### src/rtl/esd_pkg.sv
// Package for the escape sequence decoder: beat types, the result group
// passed from the decoder to the result queue, and character codes.
// No dependencies.
package esd_pkg;

  typedef struct packed {
    logic [7:0] in_char;
    logic       end_mark;
  } esd_in_t;

  typedef struct packed {
    logic [7:0] out_char;
    logic       is_end;
    logic       last_of_run;
  } esd_out_t;

  typedef struct packed {
    logic [1:0] count;
    esd_out_t   first;
    esd_out_t   second;
  } esd_res_t;

  typedef enum logic [4:0] {
    ModeNormal = 5'b00001,
    ModeEsc    = 5'b00010,
    ModePos    = 5'b00100,
    ModeNeg    = 5'b01000,
    ModeZero   = 5'b10000
  } esd_mode_e;

  localparam logic [7:0] CharBackslash = 8'h5C;
  localparam logic [7:0] CharHash      = 8'h23;
  localparam logic [7:0] CharAt        = 8'h40;
  localparam logic [7:0] CharN         = 8'h6E;
  localparam logic [7:0] CharT         = 8'h74;
  localparam logic [7:0] CharPct       = 8'h25;
  localparam logic [7:0] CharQuote     = 8'h22;
  localparam logic [7:0] CharApos      = 8'h27;
  localparam logic [7:0] CharLf        = 8'h0A;
  localparam logic [7:0] CharTab       = 8'h09;
  localparam logic [7:0] CharCr        = 8'h0D;
  localparam logic [7:0] CharSpace     = 8'h20;
  localparam logic [7:0] CharPlus      = 8'h2B;
  localparam logic [7:0] CharMinus     = 8'h2D;
  localparam logic [7:0] CharZero      = 8'h30;
  localparam logic [7:0] CharNine      = 8'h39;

endpackage

### src/rtl/escape_sequence_decoder.sv
// Escape sequence decoder, top level: joins the decoder core and the
// result queue. Depends on esd_pkg, esd_decode and esd_queue.
//
// One string byte or end mark is taken per cycle and decoded in the same
// cycle into at most two results, which enter a three-entry result queue;
// results leave one per cycle while out_stall_i is low, so plain text, one
// result per byte, streams at one beat per cycle. A beat that gives two
// results (a decimal field closed by a byte other than a backslash, or an end
// mark after a pending escape or decimal field) outpaces the single output
// port, and the input stalls while more than one result waits in the queue.
module escape_sequence_decoder (
  input  logic              clk_i,
  input  logic              rst_ni,
  input  logic              in_valid_i,
  output logic              in_stall_o,
  input  esd_pkg::esd_in_t  in_data_i,
  output logic              out_valid_o,
  input  logic              out_stall_i,
  output esd_pkg::esd_out_t out_data_o
);

  logic              accept;
  logic              full;
  esd_pkg::esd_res_t res;

  assign in_stall_o = full;
  assign accept     = in_valid_i && !full;

  esd_decode u_decode (
    .clk_i    (clk_i),
    .rst_ni   (rst_ni),
    .accept_i (accept),
    .in_data_i(in_data_i),
    .res_o    (res)
  );

  esd_queue u_queue (
    .clk_i      (clk_i),
    .rst_ni     (rst_ni),
    .push_i     (accept),
    .res_i      (res),
    .full_o     (full),
    .out_valid_o(out_valid_o),
    .out_stall_i(out_stall_i),
    .out_data_o (out_data_o)
  );

  a_end_gives_result: assert property (@(posedge clk_i) disable iff (!rst_ni)
    accept && in_data_i.end_mark |=> out_valid_o)
    else $error("end mark accepted without a result");

  a_end_is_last: assert property (@(posedge clk_i) disable iff (!rst_ni)
    out_valid_o && out_data_o.is_end |-> out_data_o.last_of_run)
    else $error("closing result not marked last");

  a_run_continues: assert property (@(posedge clk_i) disable iff (!rst_ni)
    out_valid_o && !out_stall_i && !out_data_o.last_of_run |=> out_valid_o)
    else $error("second result of a run missing");

endmodule

### src/rtl/esd_decode.sv
// Escape decoder core: mode and decimal accumulator registers, and the
// logic that turns one input beat into up to two results.
// Depends on esd_pkg.
module esd_decode (
  input  logic             clk_i,
  input  logic             rst_ni,
  input  logic             accept_i,
  input  esd_pkg::esd_in_t in_data_i,
  output esd_pkg::esd_res_t res_o
);

  esd_pkg::esd_mode_e mode_q, mode_d;
  logic [7:0]         acc_q, acc_d;

  logic [7:0] c;
  logic       is_digit;
  logic       is_space;
  logic [7:0] digit_val;
  logic [7:0] field_val;
  logic [7:0] mapped;
  logic       is_mapped;
  logic       decimal;

  assign c         = in_data_i.in_char;
  assign is_digit  = c inside {[esd_pkg::CharZero:esd_pkg::CharNine]};
  assign is_space  = (c == esd_pkg::CharSpace) || (c inside {[esd_pkg::CharTab:esd_pkg::CharCr]});
  assign digit_val = c - esd_pkg::CharZero;
  assign decimal   = (mode_q == esd_pkg::ModePos) || (mode_q == esd_pkg::ModeNeg) ||
                     (mode_q == esd_pkg::ModeZero);

  always_comb begin
    case (mode_q)
      esd_pkg::ModeNeg:  field_val = 8'd0 - acc_q;
      esd_pkg::ModeZero: field_val = 8'd0;
      default:           field_val = acc_q;
    endcase
  end

  always_comb begin
    is_mapped = 1'b1;
    case (c)
      esd_pkg::CharN:         mapped = esd_pkg::CharLf;
      esd_pkg::CharT:         mapped = esd_pkg::CharTab;
      esd_pkg::CharPct:       mapped = esd_pkg::CharPct;
      esd_pkg::CharHash:      mapped = esd_pkg::CharAt;
      esd_pkg::CharQuote:     mapped = esd_pkg::CharQuote;
      esd_pkg::CharApos:      mapped = esd_pkg::CharApos;
      esd_pkg::CharBackslash: mapped = esd_pkg::CharBackslash;
      default: begin
        mapped    = 8'd0;
        is_mapped = 1'b0;
      end
    endcase
  end

  always_comb begin
    esd_pkg::esd_res_t r;
    r        = '0;
    mode_d   = mode_q;
    acc_d    = acc_q;
    if (in_data_i.end_mark) begin
      if (mode_q == esd_pkg::ModeEsc) begin
        r.first.out_char = 8'd0;
        r.second.is_end  = 1'b1;
        r.count          = 2'd2;
      end else if (decimal) begin
        r.first.out_char = field_val;
        r.second.is_end  = 1'b1;
        r.count          = 2'd2;
      end else begin
        r.first.is_end = 1'b1;
        r.count        = 2'd1;
      end
      mode_d = esd_pkg::ModeNormal;
      acc_d  = 8'd0;
    end else if (mode_q == esd_pkg::ModeEsc) begin
      if (is_mapped) begin
        r.first.out_char = mapped;
        r.count          = 2'd1;
        mode_d           = esd_pkg::ModeNormal;
      end else if (is_digit) begin
        acc_d  = digit_val;
        mode_d = esd_pkg::ModePos;
      end else if ((c == esd_pkg::CharPlus) || is_space) begin
        acc_d  = 8'd0;
        mode_d = esd_pkg::ModePos;
      end else if (c == esd_pkg::CharMinus) begin
        acc_d  = 8'd0;
        mode_d = esd_pkg::ModeNeg;
      end else begin
        acc_d  = 8'd0;
        mode_d = esd_pkg::ModeZero;
      end
    end else if (decimal) begin
      if (is_digit) begin
        if (mode_q != esd_pkg::ModeZero) begin
          acc_d = (acc_q << 3) + (acc_q << 1) + digit_val;
        end
      end else begin
        r.first.out_char = field_val;
        acc_d            = 8'd0;
        if (c == esd_pkg::CharBackslash) begin
          r.count = 2'd1;
          mode_d  = esd_pkg::ModeEsc;
        end else begin
          r.second.out_char = c;
          r.count           = 2'd2;
          mode_d            = esd_pkg::ModeNormal;
        end
      end
    end else begin
      if (c == esd_pkg::CharBackslash) begin
        mode_d = esd_pkg::ModeEsc;
      end else begin
        r.first.out_char = c;
        r.count          = 2'd1;
        mode_d           = esd_pkg::ModeNormal;
      end
    end
    r.first.last_of_run  = (r.count == 2'd1);
    r.second.last_of_run = (r.count == 2'd2);
    res_o = r;
  end

  always_ff @(posedge clk_i or negedge rst_ni) begin
    if (!rst_ni) begin
      mode_q <= esd_pkg::ModeNormal;
      acc_q  <= 8'd0;
    end else if (accept_i) begin
      mode_q <= mode_d;
      acc_q  <= acc_d;
    end
  end

endmodule

### src/rtl/esd_queue.sv
// Three-entry result queue: takes up to two results per input beat and
// hands out one result beat per cycle while out_stall_i is low. Depends on esd_pkg.
module esd_queue (
  input  logic              clk_i,
  input  logic              rst_ni,
  input  logic              push_i,
  input  esd_pkg::esd_res_t res_i,
  output logic              full_o,
  output logic              out_valid_o,
  input  logic              out_stall_i,
  output esd_pkg::esd_out_t out_data_o
);

  esd_pkg::esd_out_t slot_q [3];
  esd_pkg::esd_out_t slot_d [3];
  logic [1:0]        count_q, count_d;
  logic              pop;
  logic [1:0]        cnt;

  assign pop         = (count_q != 2'd0) && !out_stall_i;
  assign full_o      = (count_q > 2'd1);
  assign out_valid_o = (count_q != 2'd0);
  assign out_data_o  = slot_q[0];

  always_comb begin
    cnt       = count_q - {1'b0, pop};
    slot_d[0] = pop ? slot_q[1] : slot_q[0];
    slot_d[1] = pop ? slot_q[2] : slot_q[1];
    slot_d[2] = slot_q[2];
    count_d   = cnt;
    if (push_i) begin
      if (res_i.count != 2'd0) begin
        slot_d[cnt] = res_i.first;
      end
      if (res_i.count == 2'd2) begin
        slot_d[cnt + 2'd1] = res_i.second;
      end
      count_d = cnt + res_i.count;
    end
  end

  always_ff @(posedge clk_i or negedge rst_ni) begin
    if (!rst_ni) begin
      count_q <= 2'd0;
    end else begin
      count_q <= count_d;
    end
  end

  always_ff @(posedge clk_i) begin
    slot_q <= slot_d;
  end

endmodule
### config.mk
export PLATFORM = sky130hd
export DESIGN_NAME = escape_sequence_decoder
export DESIGN_NICKNAME = d
export VERILOG_FILES = /design/src/rtl/esd_pkg.sv /design/src/rtl/escape_sequence_decoder.sv /design/src/rtl/esd_decode.sv /design/src/rtl/esd_queue.sv
export SDC_FILE = /design/constraint.sdc
export NUM_CORES = 1
export LEC_CHECK = 0
export BUFFER_PORTS_ARGS = -buffer_cell sky130_fd_sc_hd__buf_4
export CORE_MARGIN = 5
export CORE_UTILIZATION = 55
export DETAILED_ROUTE_END_ITERATION = 10
export PLACE_DENSITY = 0.82
export SETUP_SLACK_MARGIN = 0.2
export SLEW_MARGIN = 20
export SYNTH_ARGS = -nofsm -noshare
export SYNTH_HDL_FRONTEND = slang
export SYNTH_HIERARCHICAL = 1
export SYNTH_SLANG_ARGS = --single-unit
### constraint.sdc
create_clock -name clk_i -period 4.3 [get_ports clk_i]
set_input_delay 0.86 -clock clk_i [delete_from_list [all_inputs] [get_ports clk_i]]
set_output_delay 0.86 -clock clk_i [all_outputs]
set_load 0.02 [all_outputs]
==> reports/metrics.csv <==
stage,metric,value,unit
clock_network,clkSinkCount,45,
place,routabilityCongestion,0.932,
logic_synthesis,synthesis.area,0.00379,sq mm
pwr,combPwrFrac,44.1,%
timing,worstMarginPinSlew,1.07,ns
floorplan,core,0.00676,sq mm
clock_network,cts_root_buf,clkbuf_8,
logic_synthesis,syn_nets,467,
clock_network,ctsResizeCount,0,
outcome,outcome,"complete, no violations",
job,drv_cap,0,
pwr,p_int,0.00106,W
drt,drt_iter0_drc,384,
pwr,ir_drop,289,uV
critical_path,crit_path_cell_trace,buf_4 -> inv_1 -> ha_1 -> nand3_1 -> nor4b_1 -> nor4_4 -> o22a_1 -> o22ai_1 -> buf_4 -> o21ai_1 -> a21bo_1 -> a32oi_1,
global_routing,antenna_found_initial,0,
global_routing,grt_pass1_vias,3129,
timing,worst_hold_slack,0.394,ns
cells_and_area,post_route_cells_drive_above_1_share,11.9,%
critical_path,cp-start-kind,input port,
timing,drv_slew,0,
pwr,swShare,40.4,%
floorplan,io_pins,25,
critical_path,arrival,3.97,ns
logic_synthesis,synth-seq-cells,45,
timing,fmaxAchievable,268,MHz
drt,vias,3387,
critical_path,rr_worst_depth,8,
critical_path,timing.rr.start,u_decode/mode_q[1]$_DFFE_PN0P_,
clock_network,clk_pin_slew,0.10,ns
timing,finalHoldViolations,0,
timing,slew_headroom,28.4,%
logic_synthesis,synth_flop_cell,dfxtp_1,
place,pre_cts_slack,0.368,ns
floorplan,die_h,93.0,um
logic_synthesis,synth_seq_area_share,28.4,%
cells_and_area,nNetsFinal,460,
timing,period_minus_slack,3.74,ns
timing,setup_viol,0,
clock_network,clkLatencyLatePin,0.31,ns
place,port_buffers,24,
logic_synthesis,synth_cells,436,
cells_and_area,layout_commonest_cell,nand2_1,
pwr,clockPowerShare,15.9,%
cells_and_area,antenna_cells,0,
critical_path,required,4.54,ns
drt,wl_per_cell,18.6,um
cells_and_area,final_core_util,58.2,%
logic_synthesis,synth_edf_count,10,
timing,setup_ws,0.562,ns
clock_network,cts_buffers,5,
floorplan,initial_utilization,56.1,%
logic_synthesis,avgSynthCellArea,8.69,sq um
timing,rsz0062_at_grt,false,
timing,fin_setup_tns,0,ns
logic_synthesis,async_flop_share,33.3,%
critical_path,critPathTopFamily,compound AO/OA/AOI/OAI gates,
floorplan,fp.dieW,93.0,um
drt,wl,9480,um
floorplan,num_rows,30,
clock_network,cts-hold-fix-buffers,0,
floorplan,die_area,0.00865,sq mm
critical_path,cpMostUsedCell,buf_4,
pwr,p_per_area,452,mW/mm^2
critical_path,end_kind,flip-flop,
clock_network,cts_htree_levels,2,
global_routing,grt_max_degree,28,
critical_path,crit_slowest_cell,nor4b_1,
global_routing,gr-total-overflow,0,
timing,clock_skew,0.0111,ns
critical_path,crit_buf_inv,3,
critical_path,ff2ff_setup_slack,1.06,ns
logic_synthesis,synth_top_area_cell,mux2i_1,
global_routing,grt.total_usage,22.4,%
pwr,static-leakage-power,1.75,nW
critical_path,critical_path_class,in -> reg,
logic_synthesis,ys_warn_count,6,
pwr,power_frac_seq,39.9,%
cells_and_area,area_delta_synth_final,3.83,%
place,dpl.cell_count,502,
critical_path,cp_max_fo,11,
global_routing,grt_pass1_wl,15700,um
drt,drc,0,
logic_synthesis,yosys-top-cells-area,"mux2i_1, dfxtp_1, dfrtp_1, edfxtp_1, nand2_1",
cells_and_area,nFillCells,593,
place,place_hpwl,6750,um
cells_and_area,final_cell_mix,"nand2_1, mux2i_1, buf_4, nor2_1",
clock_network,cts_tree,yes,
drt,ant_nets,0,
timing,period_share,86.9,%
drt,drt_first_pass_iters,6,
critical_path,r2r_end,u_queue/out_data_o[5]$_DFF_P_,
clock_network,cts_max_path_buffers,2,
drt,viasPerCell,6.64,
clock_network,post_cts_buffers,0,
pwr,switchingPower,0.000719,W
critical_path,max_stage_delay,0.70,ns
hold_path,hp-class,in -> async,
cells_and_area,stdcell_count,510,
logic_synthesis,synth_top_area_share,12.7,%
logic_synthesis,ys_types,69,
cells in the mapped netlist, types with 10 or more instances:
cell type / n
mux2i_1: 48
nand3_1: 11
a21oi_1: 20
o22ai_1: 11
clkbuf_1: 15
o21ai_1: 13
nor2_1: 21
nand2_1: 57
ha_1: 13
dfxtp_1: 20
buf_4: 13
dfrtp_1: 14
o21ai_0: 18
edfxtp_1: 10
a32oi_1: 11
inv_1: 10
flip-flops by register name, indices dropped and copies added (netlist names):
signal              cells
u_decode/acc_q          8
u_queue/count_q         2
u_queue/slot_q         20
u_queue/out_data_o     10
u_decode/mode_q         5
cell families (layout without fill, tap and decap cells):
family	Yosys count	after routing	synth area share [%]
mux	50	50	13.3
simple gates	148	148	21.1
buf+inv	52	46	7.83
xor+xnor	11	11	2.54
fa+ha+maj	18	18	6.94
compound gates	112	112	19.9
flops	45	45	28.4
layer usage:
| metal | GRT usage [%] | up-vias | part of all wire, % |
|---|---|---|---|
| met1 | 30.9 | 1606 | 41 |
| met3 | 3.38 | 39 | 8.3 |
| li1 | - | 1566 | - |
| met5 | 0 | - | 0 |
| met2 | 36.5 | 176 | 48 |
| met4 | 5.86 | 0 | 2.7 |
worst max-delay path by stage:
stage	start	endpoint	depth (start not counted)
final	in_data_i[5]	u_queue/out_data_o[5]$_DFF_P_	12
after global routing	in_data_i[5]	u_queue/out_data_o[1]$_DFF_P_	12
after CTS	in_data_i[5]	u_queue/out_data_o[5]$_DFF_P_	12
after detailed placement	in_data_i[5]	u_queue/out_data_o[5]$_DFF_P_	12
after global placement	in_data_i[5]	u_queue/slot_q[1]$_DFFE_PP_	12
after floorplan	in_data_i[5]	u_queue/slot_q[0]$_DFFE_PP_	12
through the flow:
stage	area [sq um]	power [W]
global placement	3840	0.00147
finish	3930	0.00178
global route	3930	0.00190
CTS	3930	0.00178
floorplan	3790	0.00137
detailed placement	3840	0.00150
area by class of cell:
type,count,area [sq um],area share (%)
tap,80,100,2.55
sequential,45,1080,27.4
clock inverter,3,25.0,0.636
clock buffer,5,68.8,1.75
multi-input combinational,339,2410,61.4
timing repair buffer,28,210,5.35
inverter,10,37.5,0.955
power by group through the flow:
stage	combinational, W	clock, W	sequential [W]
after floorplan	0.000701	0	0.000668
after global placement	0.000753	0	0.000712
after detailed placement	0.000779	0	0.000718
after CTS	0.000782	0.000285	0.000709
after global routing	0.000858	0.000308	0.000733
final	0.000785	0.000283	0.000710
Power figures use the tool's default switching activity.
